## config.mk

```make
export PLATFORM = sky130hd
export DESIGN_NAME = utf8_character_whitelist_filter
export DESIGN_NICKNAME = d
export VERILOG_FILES = /design/src/hw/rtl/ucwf_pkg.sv /design/src/hw/rtl/ucwf_front.sv /design/src/hw/rtl/ucwf_queue.sv /design/src/hw/rtl/ucwf_back.sv /design/src/hw/rtl/utf8_character_whitelist_filter.sv
export SDC_FILE = /design/constraint.sdc
export NUM_CORES = 1
export LEC_CHECK = 0
export BUFFER_PORTS_ARGS = -buffer_cell sky130_fd_sc_hd__buf_2
export CAP_MARGIN = 5
export CORE_UTILIZATION = 35
export DETAILED_ROUTE_END_ITERATION = 10
export PLACE_DENSITY_LB_ADDON = 0.12
export SYNTH_ARGS = -nofsm -noshare
export SYNTH_HDL_FRONTEND = slang
export SYNTH_SLANG_ARGS = --single-unit
```

## constraint.sdc

```tcl
create_clock -name clk -period 3.5 [get_ports clk]
set_input_delay 0.7 -clock clk [delete_from_list [all_inputs] [get_ports clk]]
set_output_delay 0.7 -clock clk [all_outputs]
set_load 0.02 [all_outputs]
```

## src/hw/rtl/ucwf_pkg.sv

```systemverilog
// Shared types, codes and byte classification for the UTF-8 whitelist filter.
package ucwf_pkg;

  localparam int QueueDepthDefault = 4;

  localparam logic [7:0] SpaceByte = 8'h20;

  // Command kinds passed from the parser to the expander.
  localparam logic [1:0] KIND_SINGLE = 2'd0;  // one byte: itself or two spaces
  localparam logic [1:0] KIND_PAIR   = 2'd1;  // two bytes: both, or one space
  localparam logic [1:0] KIND_WIDE   = 2'd2;  // 3/4-byte sequence: four spaces

  typedef struct packed {
    logic [1:0] kind;
    logic [7:0] b0;
    logic [7:0] b1;
    logic       last;
  } cmd_t;

  function automatic logic [2:0] class_length(input logic [7:0] b);
    logic [2:0] len;
    if ((b & 8'hF8) == 8'hF0) len = 3'd4;
    else if ((b & 8'hF0) == 8'hE0) len = 3'd3;
    else if ((b & 8'hE0) == 8'hC0) len = 3'd2;
    else len = 3'd1;
    return len;
  endfunction

  function automatic logic single_ok(input logic [7:0] b);
    return (b == 8'h20) || (b >= 8'h30 && b <= 8'h39) ||
           (b >= 8'h41 && b <= 8'h5A) || (b >= 8'h61 && b <= 8'h7A);
  endfunction

  function automatic logic pair_ok(input logic [7:0] b0, input logic [7:0] b1);
    logic [15:0] code;
    code = {b0, b1};
    return (code >= 16'hC380) && (code <= 16'hC897);
  endfunction

  // Number of output bytes a command expands into (1..4).
  function automatic logic [2:0] expand_count(input cmd_t c);
    logic [2:0] n;
    case (c.kind)
      KIND_SINGLE: n = single_ok(c.b0) ? 3'd1 : 3'd2;
      KIND_PAIR:   n = pair_ok(c.b0, c.b1) ? 3'd2 : 3'd1;
      KIND_WIDE:   n = 3'd4;
      default:     n = 3'd1;
    endcase
    return n;
  endfunction

  // Output byte number idx of a command.
  function automatic logic [7:0] expand_byte(input cmd_t c, input logic [1:0] idx);
    logic [7:0] b;
    case (c.kind)
      KIND_SINGLE: b = single_ok(c.b0) ? c.b0 : SpaceByte;
      KIND_PAIR: begin
        if (pair_ok(c.b0, c.b1)) b = (idx == 2'd0) ? c.b0 : c.b1;
        else b = SpaceByte;
      end
      default:     b = SpaceByte;
    endcase
    return b;
  endfunction

endpackage

```

## src/hw/rtl/ucwf_front.sv

```systemverilog
// Front end: gathers UTF-8 sequences and turns them into expand commands.
module ucwf_front
  import ucwf_pkg::*;
(
  input  logic       clk,
  input  logic       rst,
  input  logic       in_valid,
  output logic       in_stall,
  input  logic [7:0] in_byte,
  input  logic       in_last,
  input  logic       q_full,
  output logic       push,
  output cmd_t       push_cmd
);

  logic [7:0] held [3];
  logic [1:0] held_count;
  logic [2:0] seq_len;

  // commands left over from a cut-short sequence
  cmd_t       pend [2];
  logic [1:0] pend_cnt;

  logic       accept;
  logic       acc_push;
  cmd_t       acc_cmd;
  logic [2:0] lead_len;
  logic [2:0] fill;
  logic       cut;
  cmd_t       cut_cmd0;
  cmd_t       cut_cmd1;
  logic [1:0] cut_cnt;

  assign in_stall = (pend_cnt != 2'd0) || q_full;
  assign accept   = in_valid && !in_stall;
  assign lead_len = class_length(in_byte);
  assign fill     = {1'b0, held_count} + 3'd1;

  always_comb begin
    acc_push = 1'b0;
    acc_cmd  = '{kind: KIND_SINGLE, b0: in_byte, b1: in_byte, last: in_last};
    cut      = 1'b0;
    cut_cmd0 = '{kind: KIND_SINGLE, b0: in_byte, b1: in_byte, last: 1'b1};
    cut_cmd1 = '{kind: KIND_SINGLE, b0: in_byte, b1: in_byte, last: 1'b1};
    cut_cnt  = 2'd0;
    if (held_count == 2'd0) begin
      // a lone lead byte at the end of text falls back to single
      acc_push = (lead_len == 3'd1) || in_last;
    end else if (fill >= seq_len) begin
      acc_push = 1'b1;
      acc_cmd.kind = (seq_len == 3'd2) ? KIND_PAIR : KIND_WIDE;
      acc_cmd.b0   = held[0];
      acc_cmd.b1   = in_byte;
    end else if (in_last) begin
      // cut short: lead goes out as a single, the rest is reparsed
      acc_push     = 1'b1;
      acc_cmd.b0   = held[0];
      acc_cmd.last = 1'b0;
      cut          = 1'b1;
      if (held_count == 2'd1) begin
        cut_cnt = 2'd1;
      end else if (class_length(held[1]) == 3'd2) begin
        cut_cnt       = 2'd1;
        cut_cmd0.kind = KIND_PAIR;
        cut_cmd0.b0   = held[1];
      end else begin
        cut_cnt       = 2'd2;
        cut_cmd0.b0   = held[1];
        cut_cmd0.last = 1'b0;
      end
    end
  end

  always_comb begin
    if (pend_cnt != 2'd0) begin
      push     = !q_full;
      push_cmd = pend[0];
    end else begin
      push     = accept && acc_push;
      push_cmd = acc_cmd;
    end
  end

  always_ff @(posedge clk) begin
    if (rst) begin
      held_count <= 2'd0;
      seq_len    <= 3'd1;
      pend_cnt   <= 2'd0;
    end else begin
      if (pend_cnt != 2'd0 && !q_full) begin
        pend[0]  <= pend[1];
        pend_cnt <= pend_cnt - 2'd1;
      end
      if (accept) begin
        if (acc_push) begin
          held_count <= 2'd0;
          seq_len    <= 3'd1;
        end else begin
          held[held_count] <= in_byte;
          held_count       <= held_count + 2'd1;
          if (held_count == 2'd0) seq_len <= lead_len;
        end
        if (cut) begin
          pend[0]  <= cut_cmd0;
          pend[1]  <= cut_cmd1;
          pend_cnt <= cut_cnt;
        end
      end
    end
  end

endmodule

```

## src/hw/rtl/ucwf_queue.sv

```systemverilog
// Small register FIFO of expand commands between front and back end.
module ucwf_queue
  import ucwf_pkg::*;
#(
  parameter int DEPTH = QueueDepthDefault
) (
  input  logic clk,
  input  logic rst,
  input  logic push,
  input  cmd_t push_cmd,
  input  logic pop,
  output cmd_t head,
  output logic full,
  output logic empty
);

  localparam int PW = (DEPTH > 1) ? $clog2(DEPTH) : 1;
  localparam int CW = $clog2(DEPTH + 1);

  cmd_t          entries [DEPTH];
  logic [PW-1:0] wr_ptr;
  logic [PW-1:0] rd_ptr;
  logic [CW-1:0] count;

  assign head  = entries[rd_ptr];
  assign full  = (count == CW'(DEPTH));
  assign empty = (count == '0);

  always_ff @(posedge clk) begin
    if (push) entries[wr_ptr] <= push_cmd;
  end

  always_ff @(posedge clk) begin
    if (rst) begin
      wr_ptr <= '0;
      rd_ptr <= '0;
      count  <= '0;
    end else begin
      if (push) wr_ptr <= (wr_ptr == PW'(DEPTH - 1)) ? '0 : wr_ptr + 1'b1;
      if (pop)  rd_ptr <= (rd_ptr == PW'(DEPTH - 1)) ? '0 : rd_ptr + 1'b1;
      if (push && !pop)      count <= count + 1'b1;
      else if (pop && !push) count <= count - 1'b1;
    end
  end

endmodule

```

## src/hw/rtl/ucwf_back.sv

```systemverilog
// Back end: expands commands into output bytes through an output register.
module ucwf_back
  import ucwf_pkg::*;
(
  input  logic       clk,
  input  logic       rst,
  input  logic       q_empty,
  input  cmd_t       head,
  output logic       pop,
  output logic       out_valid,
  input  logic       out_stall,
  output logic [7:0] out_byte,
  output logic       out_last
);

  cmd_t       cur;
  logic       cur_valid;
  logic [1:0] idx;
  logic [2:0] n_bytes;
  logic       out_load;
  logic       take;
  logic       done;

  assign n_bytes  = expand_count(cur);
  assign out_load = !out_valid || !out_stall;
  assign take     = cur_valid && out_load;
  assign done     = take && ({1'b0, idx} == n_bytes - 3'd1);
  assign pop      = !q_empty && (!cur_valid || done);

  always_ff @(posedge clk) begin
    if (take) begin
      out_byte <= expand_byte(cur, idx);
      out_last <= cur.last && ({1'b0, idx} == n_bytes - 3'd1);
    end
    if (pop) cur <= head;
  end

  always_ff @(posedge clk) begin
    if (rst) begin
      out_valid <= 1'b0;
      cur_valid <= 1'b0;
      idx       <= 2'd0;
    end else begin
      if (out_load) out_valid <= cur_valid;
      if (pop) begin
        cur_valid <= 1'b1;
        idx       <= 2'd0;
      end else if (done) begin
        cur_valid <= 1'b0;
      end else if (take) begin
        idx <= idx + 2'd1;
      end
    end
  end

endmodule

```

## src/hw/rtl/utf8_character_whitelist_filter.sv

```systemverilog
// Top level of the UTF-8 character whitelist filter.
//
// Input channel (in_valid / in_stall / in_byte / in_last) takes one raw
// UTF-8 byte per request; in_last marks the final byte of a text.
// Output channel (out_valid / out_stall / out_byte / out_last) gives the
// filtered bytes; out_last rides on the final result byte of a text.
// A request is taken at a clock edge with valid high and stall low.
//
// A request's result bytes pass parser -> queue -> expander command
// register -> output register. The expander writes one output byte per
// cycle while commands are queued and out_stall is low; a request yields
// 0 to 4 bytes (up to 6 at a cut-short end of text). The parser takes one
// byte per cycle while in_stall is low; it holds in_stall while it queues
// the leftovers of a sequence cut short by in_last.
// When out_stall is high with out_valid set, the output register holds; the command queue
// fills and then in_stall rises, so nothing is dropped.
// Reset (rst, synchronous) empties the queue and the output register and
// forgets any partly gathered sequence.
module utf8_character_whitelist_filter
  import ucwf_pkg::*;
#(
  parameter int QUEUE_DEPTH = QueueDepthDefault
) (
  input  logic       clk,
  input  logic       rst,
  input  logic       in_valid,
  output logic       in_stall,
  input  logic [7:0] in_byte,
  input  logic       in_last,
  output logic       out_valid,
  input  logic       out_stall,
  output logic [7:0] out_byte,
  output logic       out_last
);

  logic q_push;
  cmd_t q_push_cmd;
  logic q_pop;
  cmd_t q_head;
  logic q_full;
  logic q_empty;

  // Parser: gathers lead and continuation bytes, classifies the sequence.
  ucwf_front u_front (
    .clk      (clk),
    .rst      (rst),
    .in_valid (in_valid),
    .in_stall (in_stall),
    .in_byte  (in_byte),
    .in_last  (in_last),
    .q_full   (q_full),
    .push     (q_push),
    .push_cmd (q_push_cmd)
  );

  // Decouples the parser from output back-pressure.
  ucwf_queue #(
    .DEPTH (QUEUE_DEPTH)
  ) u_queue (
    .clk      (clk),
    .rst      (rst),
    .push     (q_push),
    .push_cmd (q_push_cmd),
    .pop      (q_pop),
    .head     (q_head),
    .full     (q_full),
    .empty    (q_empty)
  );

  // Expander: one output byte per cycle from the queued commands while out_stall is low.
  ucwf_back u_back (
    .clk       (clk),
    .rst       (rst),
    .q_empty   (q_empty),
    .head      (q_head),
    .pop       (q_pop),
    .out_valid (out_valid),
    .out_stall (out_stall),
    .out_byte  (out_byte),
    .out_last  (out_last)
  );

  // parser never writes a full queue
  a_no_overflow: assert property (@(posedge clk) disable iff (rst)
    !(q_push && q_full))
    else $error("command pushed into full queue");

  // expander never reads an empty queue
  a_no_underflow: assert property (@(posedge clk) disable iff (rst)
    !(q_pop && q_empty))
    else $error("command popped from empty queue");

  // nothing comes out right after reset
  a_quiet_after_reset: assert property (@(posedge clk)
    $fell(rst) |-> !out_valid)
    else $error("output valid right after reset");

endmodule
```

* Yosys cells after proc, flatten, opt, wreduce, memory -nomap -nowiden
Memories as Yosys holds them, arrays and structs flattened. A register that Yosys moved wholly into a read port is not among the register bits. Index checks and enable logic that the tools add are counted.
Storage, ports and cells: flip-flop bits (word level) 27, RAM bits 138, input port bits 13, output and inout port bits 11, word-level logic and storage cells 161, memories 3
Operators by class: $add $sub $neg 9, $lt $le $gt $ge 9, equal/unequal tests 17, mux-type cells 71, bitwise operators 2, reductions and logical operators 39
Memories:
- u_queue.entries | depth 4, bits a word 19, rd ports 1, clocked after Yosys merged registers in 1, wr ports 1, RTL line ucwf_queue.sv:20 | cmd_t entries [DEPTH];
- u_front.pend | depth 2, bits a word 19, rd ports 2, clocked after Yosys merged registers in 0, wr ports 2, RTL line ucwf_front.sv:21 | cmd_t pend [2];
- u_front.held | depth 3, bits a word 8, rd ports 2, clocked after Yosys merged registers in 0, wr ports 1, RTL line ucwf_front.sv:16 | logic [7:0] held [3];
Operators by type and width (count):
- 2-to-1 mux 19 bit | 3
- 2-to-1 mux 10 bit | 4
- 2-to-1 mux 8 bit | 5
- 2-to-1 mux 2 bit | 18
- 2-to-1 mux 3 bit | 11
- 2-to-1 mux 1 bit | 28
- >= comparator 16 bit, second input constant | 1
- >= comparator 8 x 7 -> 1 bit, second input constant | 2
- less-or-equal comparator 16 bit, second input constant | 1
- less-or-equal comparator 8 x 7 -> 1 bit, second input constant | 2
- one-hot mux 8 bit (2 select lines) | 1
- logical AND 1 bit | 13
- equality test 5 bit, second input constant | 2
- equality test 3 bit, second input constant | 3
- one-hot mux 3 bit (3 select lines) | 1
- adder 2 x 1 -> 2 bit, second input constant | 4
- equality test 4 bit, second input constant | 2
- equality test 8 x 6 -> 1 bit, second input constant | 1
- >= comparator 8 x 6 -> 1 bit, second input constant | 1
- less-or-equal comparator 8 x 6 -> 1 bit, second input constant | 1
- logical NOT 1 bit | 8
- nonzero test 2 bit | 4
- logical OR 1 bit | 7
- equality test 2 bit, second input constant | 3
- 15 further kinds | 21

* Depth between registers and ports, before layout
An unclocked memory read counts as a cell.
depth after elaboration 17, depth in mapped cells 14, gate-level depth less buffers 14

* By module
Synthesis repeated with hierarchy kept, for this count alone.
Second synthesis, totals: cells, all modules 436, area, all modules 7114.3 µm²
Modules (own cells, without submodules):
- ucwf_queue | times used 1, cells an instance 143, area an instance 3225.6 µm², sequential area each 2462.4 µm²
- ucwf_front | times used 1, cells an instance 193, area an instance 2501.1 µm², sequential area each 1401.3 µm²
- ucwf_back | times used 1, cells an instance 100, area an instance 1387.6 µm², sequential area each 920.9 µm²

* Worst setup path after synthesis
OpenSTA, ideal clock, no wires.
path kind register -> register, from register u_front.held_count[0], to memory u_front.pend[0][0] in the netlist's numbering, enable pin, library setup time 399 ps, arrival 2764 ps, required time 3101 ps, slack 337 ps, stages on the path, launching flop included 8, path buffers 0, clock period less this slack 3163 ps, path through dfxtp_1 inv_1 ha_1 ha_1 a21o_1 a211oi_2 nand3_1 a21oi_1
RTL lines:
- start, declared | RTL line ucwf_front.sv:17 | logic [1:0] held_count;
- start signal, assigned | RTL line ucwf_front.sv:100 | held_count <= held_count + 2'd1;
- end, declared | RTL line ucwf_front.sv:21

* Worst setup path after layout
from register u_back.cur[9] (netlist name), to register u_queue.count[2]
Between the ends: word-level cells in the longest chain between the ends 15, elaborated cells on any way between the ends 29, classes of those cells add/sub (1); order compare (8); eq/ne (2); mux (4); reduce/logical (14)
Ends and longest elaborated chain:
- >= comparator 8 x 6 -> 1 bit or less-or-equal comparator 8 x 6 -> 1 bit (tied branches) | RTL line ucwf_pkg.sv:30 | return (b == 8'h20) || (b >= 8'h30 && b <= 8'h39) ||
- logical AND 1 bit | RTL line ucwf_pkg.sv:30
- logical OR 1 bit (2 in series) | RTL line ucwf_pkg.sv:30
- logical OR 1 bit | RTL line ucwf_pkg.sv:31 | (b >= 8'h41 && b <= 8'h5A) || (b >= 8'h61 && b <= 8'h7A);
- 2-to-1 mux 2 bit | RTL line ucwf_pkg.sv:44 | KIND_SINGLE: n = single_ok(c.b0) ? 3'd1 : 3'd2;
- one-hot mux 3 bit (3 select lines) (*) | RTL line ucwf_pkg.sv:43 | case (c.kind)
- subtractor 3 x 1 -> 3 bit (*) | RTL line ucwf_back.sv:27 | assign done = take && ({1'b0, idx} == n_bytes - 3'd1);
- equality test 2 x 3 -> 1 bit (*) | RTL line ucwf_back.sv:27
- logical AND 1 bit (*) | RTL line ucwf_back.sv:27
- logical OR 1 bit (*) | RTL line ucwf_back.sv:28 | assign pop = !q_empty && (!cur_valid || done);
- logical AND 1 bit (*) | RTL line ucwf_back.sv:28
- logical NOT 1 bit | RTL line ucwf_queue.sv:41 | if (push && !pop) count <= count + 1'b1;
- logical AND 1 bit | RTL line ucwf_queue.sv:41
- 2-to-1 mux 3 bit or nonzero test 2 bit (tied branches)
- end signal, assigned | RTL line ucwf_queue.sv:41
- end signal, assigned | RTL line ucwf_queue.sv:42 | else if (pop && !push) count <= count - 1'b1;
- end, declared | RTL line ucwf_queue.sv:23 | logic [CW-1:0] count;
Every way passes the cells marked *; elsewhere a longest branch is shown, timed or not. A chain may end at the register's enable or synchronous reset.

==> flow_summary.json <==
{
  "instances_no_fill": 763,
  "seq_area_frac_synth_pct": 68.0,
  "max_freq_mhz": 308,
  "path_cells": "nor4_1 > a2111oi_0 > o31a_1 > o21ai_0 > and3_4 > ha_1 > inv_1 > fa_1 > xor2_1 > or3_1 > a21oi_1",
  "clk_latency_ns": 0.42,
  "place_congestion": 0.799,
  "grt_max_degree": 30,
  "grt_pass1_vias": 3924,
  "syn2layout_area_growth_pct": 15.8,
  "grt_overflow": 0,
  "drt_iter0_markers": 171,
  "regArea_mm2": 0.00474,
  "synth-edff-count": 146,
  "netlist_instances": 441,
  "synth_largest_area_cell": "edfxtp_1",
  "cp_max_fo": 7,
  "core-area_mm2": 0.0195,
  "maxSlewHeadroom_pct": 26.9,
  "p_int_mw": 4.77,
  "r2r_cells": 11,
  "startpoint_type": "flip-flop",
  "via_per_inst": 4.96,
  "wl_per_cell_um": 16.7,
  "synth_seq_cells": 164,
  "pwr-share-comb_pct": 27.2,
  "synthTopCellsByCount": "edfxtp_1 (146), mux2_2 (33), inv_1 (25)",
  "crit_buf_inv": 1,
  "cts-root-buf": "clkbuf_16",
  "cts.reportedPaths.clkPinSlew_ns": 0.06,
  "pwr_density_cell_mw_per_mm2": 855,
  "die_area_mm2": 0.0205,
  "syn_nets": 469,
  "cts_tree": "done",
  "hold_path.class": "flip-flop to flip-flop",
  "fin_util_pct": 41.4,
  "dp_hpwl_um": 8550,
  "die-height_um": 143,
  "port_buffers": 23,
  "cp_top_family": "compound AO/OA/AOI/OAI gates",
  "stdcell_area_mm2": 0.00808,
  "fp-row-count": 51,
  "antenna_cells": 0,
  "cpMaxStageDelayCell": "edfxtp_1",
  "wl_um": 12800,
  "remaining_drc_errors": 0,
  "multi_input_area_mm2": 0.00209,
  "track_usage_pct": 14.0,
  "holdPathStages": 2,
  "drt_first_pass_iters": 4,
  "pwr-share-clk_pct": 26.5,
  "grt_first_pass_wirelength_um": 21200,
  "hold_buffers": 0,
  "yosysWarnings": 0,
  "crit_cells": 11,
  "fp.dieW_um": 143,
  "synth_most_common_cell": "edfxtp_1",
  "hold_slack_ns": 0.477,
  "swShare_pct": 31.0,
  "rsz0062_at_grt": "no",
  "ios": 24,
  "worst_slew_pin_slew_ns": 1.10,
  "syn_area_per_cell_um2": 15.8,
  "placed_cell_area_mm2": 0.00749,
  "status": "finished clean",
  "cp_slowest_stage_delay_ns": 0.48,
  "cts_buffers": 17,
  "finalCriticalPeriod_ns": 3.25,
  "cp.required_ns": 3.85,
  "clockBufferDepth": 2,
  "cts.sinks": 164,
  "yosys-top-cells-area": "edfxtp_1 (63%), mux4_2 (6.1%), mux2_2 (5.3%)",
  "max_cap_violations": 0,
  "arrival_ns": 3.59,
  "synthArstFlopShare_pct": 0,
  "path_class": "flip-flop to flip-flop",
  "finalSetupViolCount": 0,
  "drive_gt1_share_pct": 27.7,
  "antenna_found_initial": 0,
  "nFillCells": 1822,
  "synth_top_cell_area_share_pct": 62.8,
  "ys_types": 60,
  "p_sw_mw": 2.14,
  "num_vias": 3781,
  "period_share_pct": 92.7,
  "finClkSkew_ns": 0.0122,
  "hold_violations": 0,
  "setup-tns-final_ns": 0,
  "crit_path_end_kind": "flip-flop",
  "cts-htree-levels": 4,
  "initial_core_util_pct": 35.8,
  "p_leak_nw": 2.70,
  "drtAntennaViolNets": 0,
  "power_frac_seq_pct": 46.3,
  "slew_viol_final": 0,
  "vdd_ir_drop_max_mv": 0.338,
  "final_nets": 513,
  "syn-cell-area_mm2": 0.00698,
  "dpl.cell_count": 731,
  "synthFlopType": "edfxtp_1"
}
==> cells in the final DEF, fill, tap and decap left out, types with 15 or more instances in the layout <==
master     netlist  final
dfxtp_1         18     18
inv_1           25     25
mux2_2          33     33
nor2_1          22     22
buf_2            0     23
mux4_2          19     19
clkbuf_16        0     17
buf_4            1     16
edfxtp_1       146    146
nand2_1         15     15
a21oi_1         22     22
==> per-layer routing <==
metal	GRT usage [%]	share of wire, %	vias up	wire length, µm
met5	0	0	-	0
met4	4.82	1.2	0	157
met3	3.79	2.8	11	356
met2	22.4	49	48	6210
met1	18.3	47	1914	6060
li1	-	-	1808	-
==> area by class of cell <==
type | count | share of cell area (%)
sequential | 164 | 58.7
multi-input combinational | 238 | 25.9
clock buffer | 18 | 5.31
tap | 265 | 4.10
timing repair buffer | 39 | 2.91
clock inverter | 14 | 1.92
inverter | 25 | 1.16
==> power by group through the flow <==
stage	sequential, mW	clock [mW]	combinational [mW]
after floorplan	3.16	0	1.36
after global placement	3.23	0	1.88
after detailed placement	3.25	0	1.91
after CTS	3.21	1.88	1.92
after global routing	3.26	1.96	2.09
final	3.20	1.83	1.88
==> stage by stage <==
| step | power, mW | worst slack [ns] |
|---|---|---|
| 2_1_floorplan | 4.52 | 0.337 |
| 3_3_place_gp | 5.11 | 0.365 |
| 3_5_place_dp | 5.16 | 0.208 |
| 4_1_cts | 7.01 | 0.187 |
| 5_1_grt | 7.32 | 0.0329 |
| 6_report | 6.91 | 0.254 |
==> cell families after synthesis <==
family	Yosys count	share of synthesized area (%)
xor gates and xnor gates	5	0.627
AOI/OAI and AO/OA	66	6.49
muxes	63	13.0
and+or+nand+nor	89	6.95
DFF	164	68.0
adders and majority gates	15	2.80
buffers and inverters	39	2.15
==> worst paths after layout <==
check	start	end	slack, ns
worst max-delay path	u_back.cur[9]$_DFFE_PP_	u_queue.count[2]$_SDFFE_PP0P_	0.25
worst min-delay path	u_front.seq_len[2]$_SDFFE_PP0P_	u_front.seq_len[2]$_SDFFE_PP0P_	0.48
worst max register to register	u_back.cur[9]$_DFFE_PP_	u_queue.count[2]$_SDFFE_PP0P_	0.25
worst min register to register	u_front.seq_len[2]$_SDFFE_PP0P_	u_front.seq_len[2]$_SDFFE_PP0P_	0.48
==> what timing repair did <==
action / 4_1_cts / 5_1_grt
resized for setup: 0 / 2
buffers inserted: 0 / 0
setup endpoints to repair: 0 / 1
==> registers in the layout, indices dropped and copies added (netlist names), 2 cells and up <==
register and count:
u_back.out_byte 8, u_front.held 16, u_front.seq_len 3, u_back.cur 19, u_queue.rd_ptr 2, u_front.pend 26, u_queue.wr_ptr 2, u_queue.entries 76
u_back.idx 2, u_queue.count 3, u_front.held_count 2, u_front.pend_cnt 2
==> worst reg2reg max path: stages (launching register included) <==
cell       delay (ns)
edfxtp_1         0.48
nor4_1           0.34
a2111oi_0        0.20
o31a_1           0.36
o21ai_0          0.23
and3_4           0.27
ha_1             0.19
inv_1            0.07
fa_1             0.43
xor2_1           0.17
or3_1            0.30
a21oi_1          0.13
Note: power is estimated with default switching activity, not from simulation.
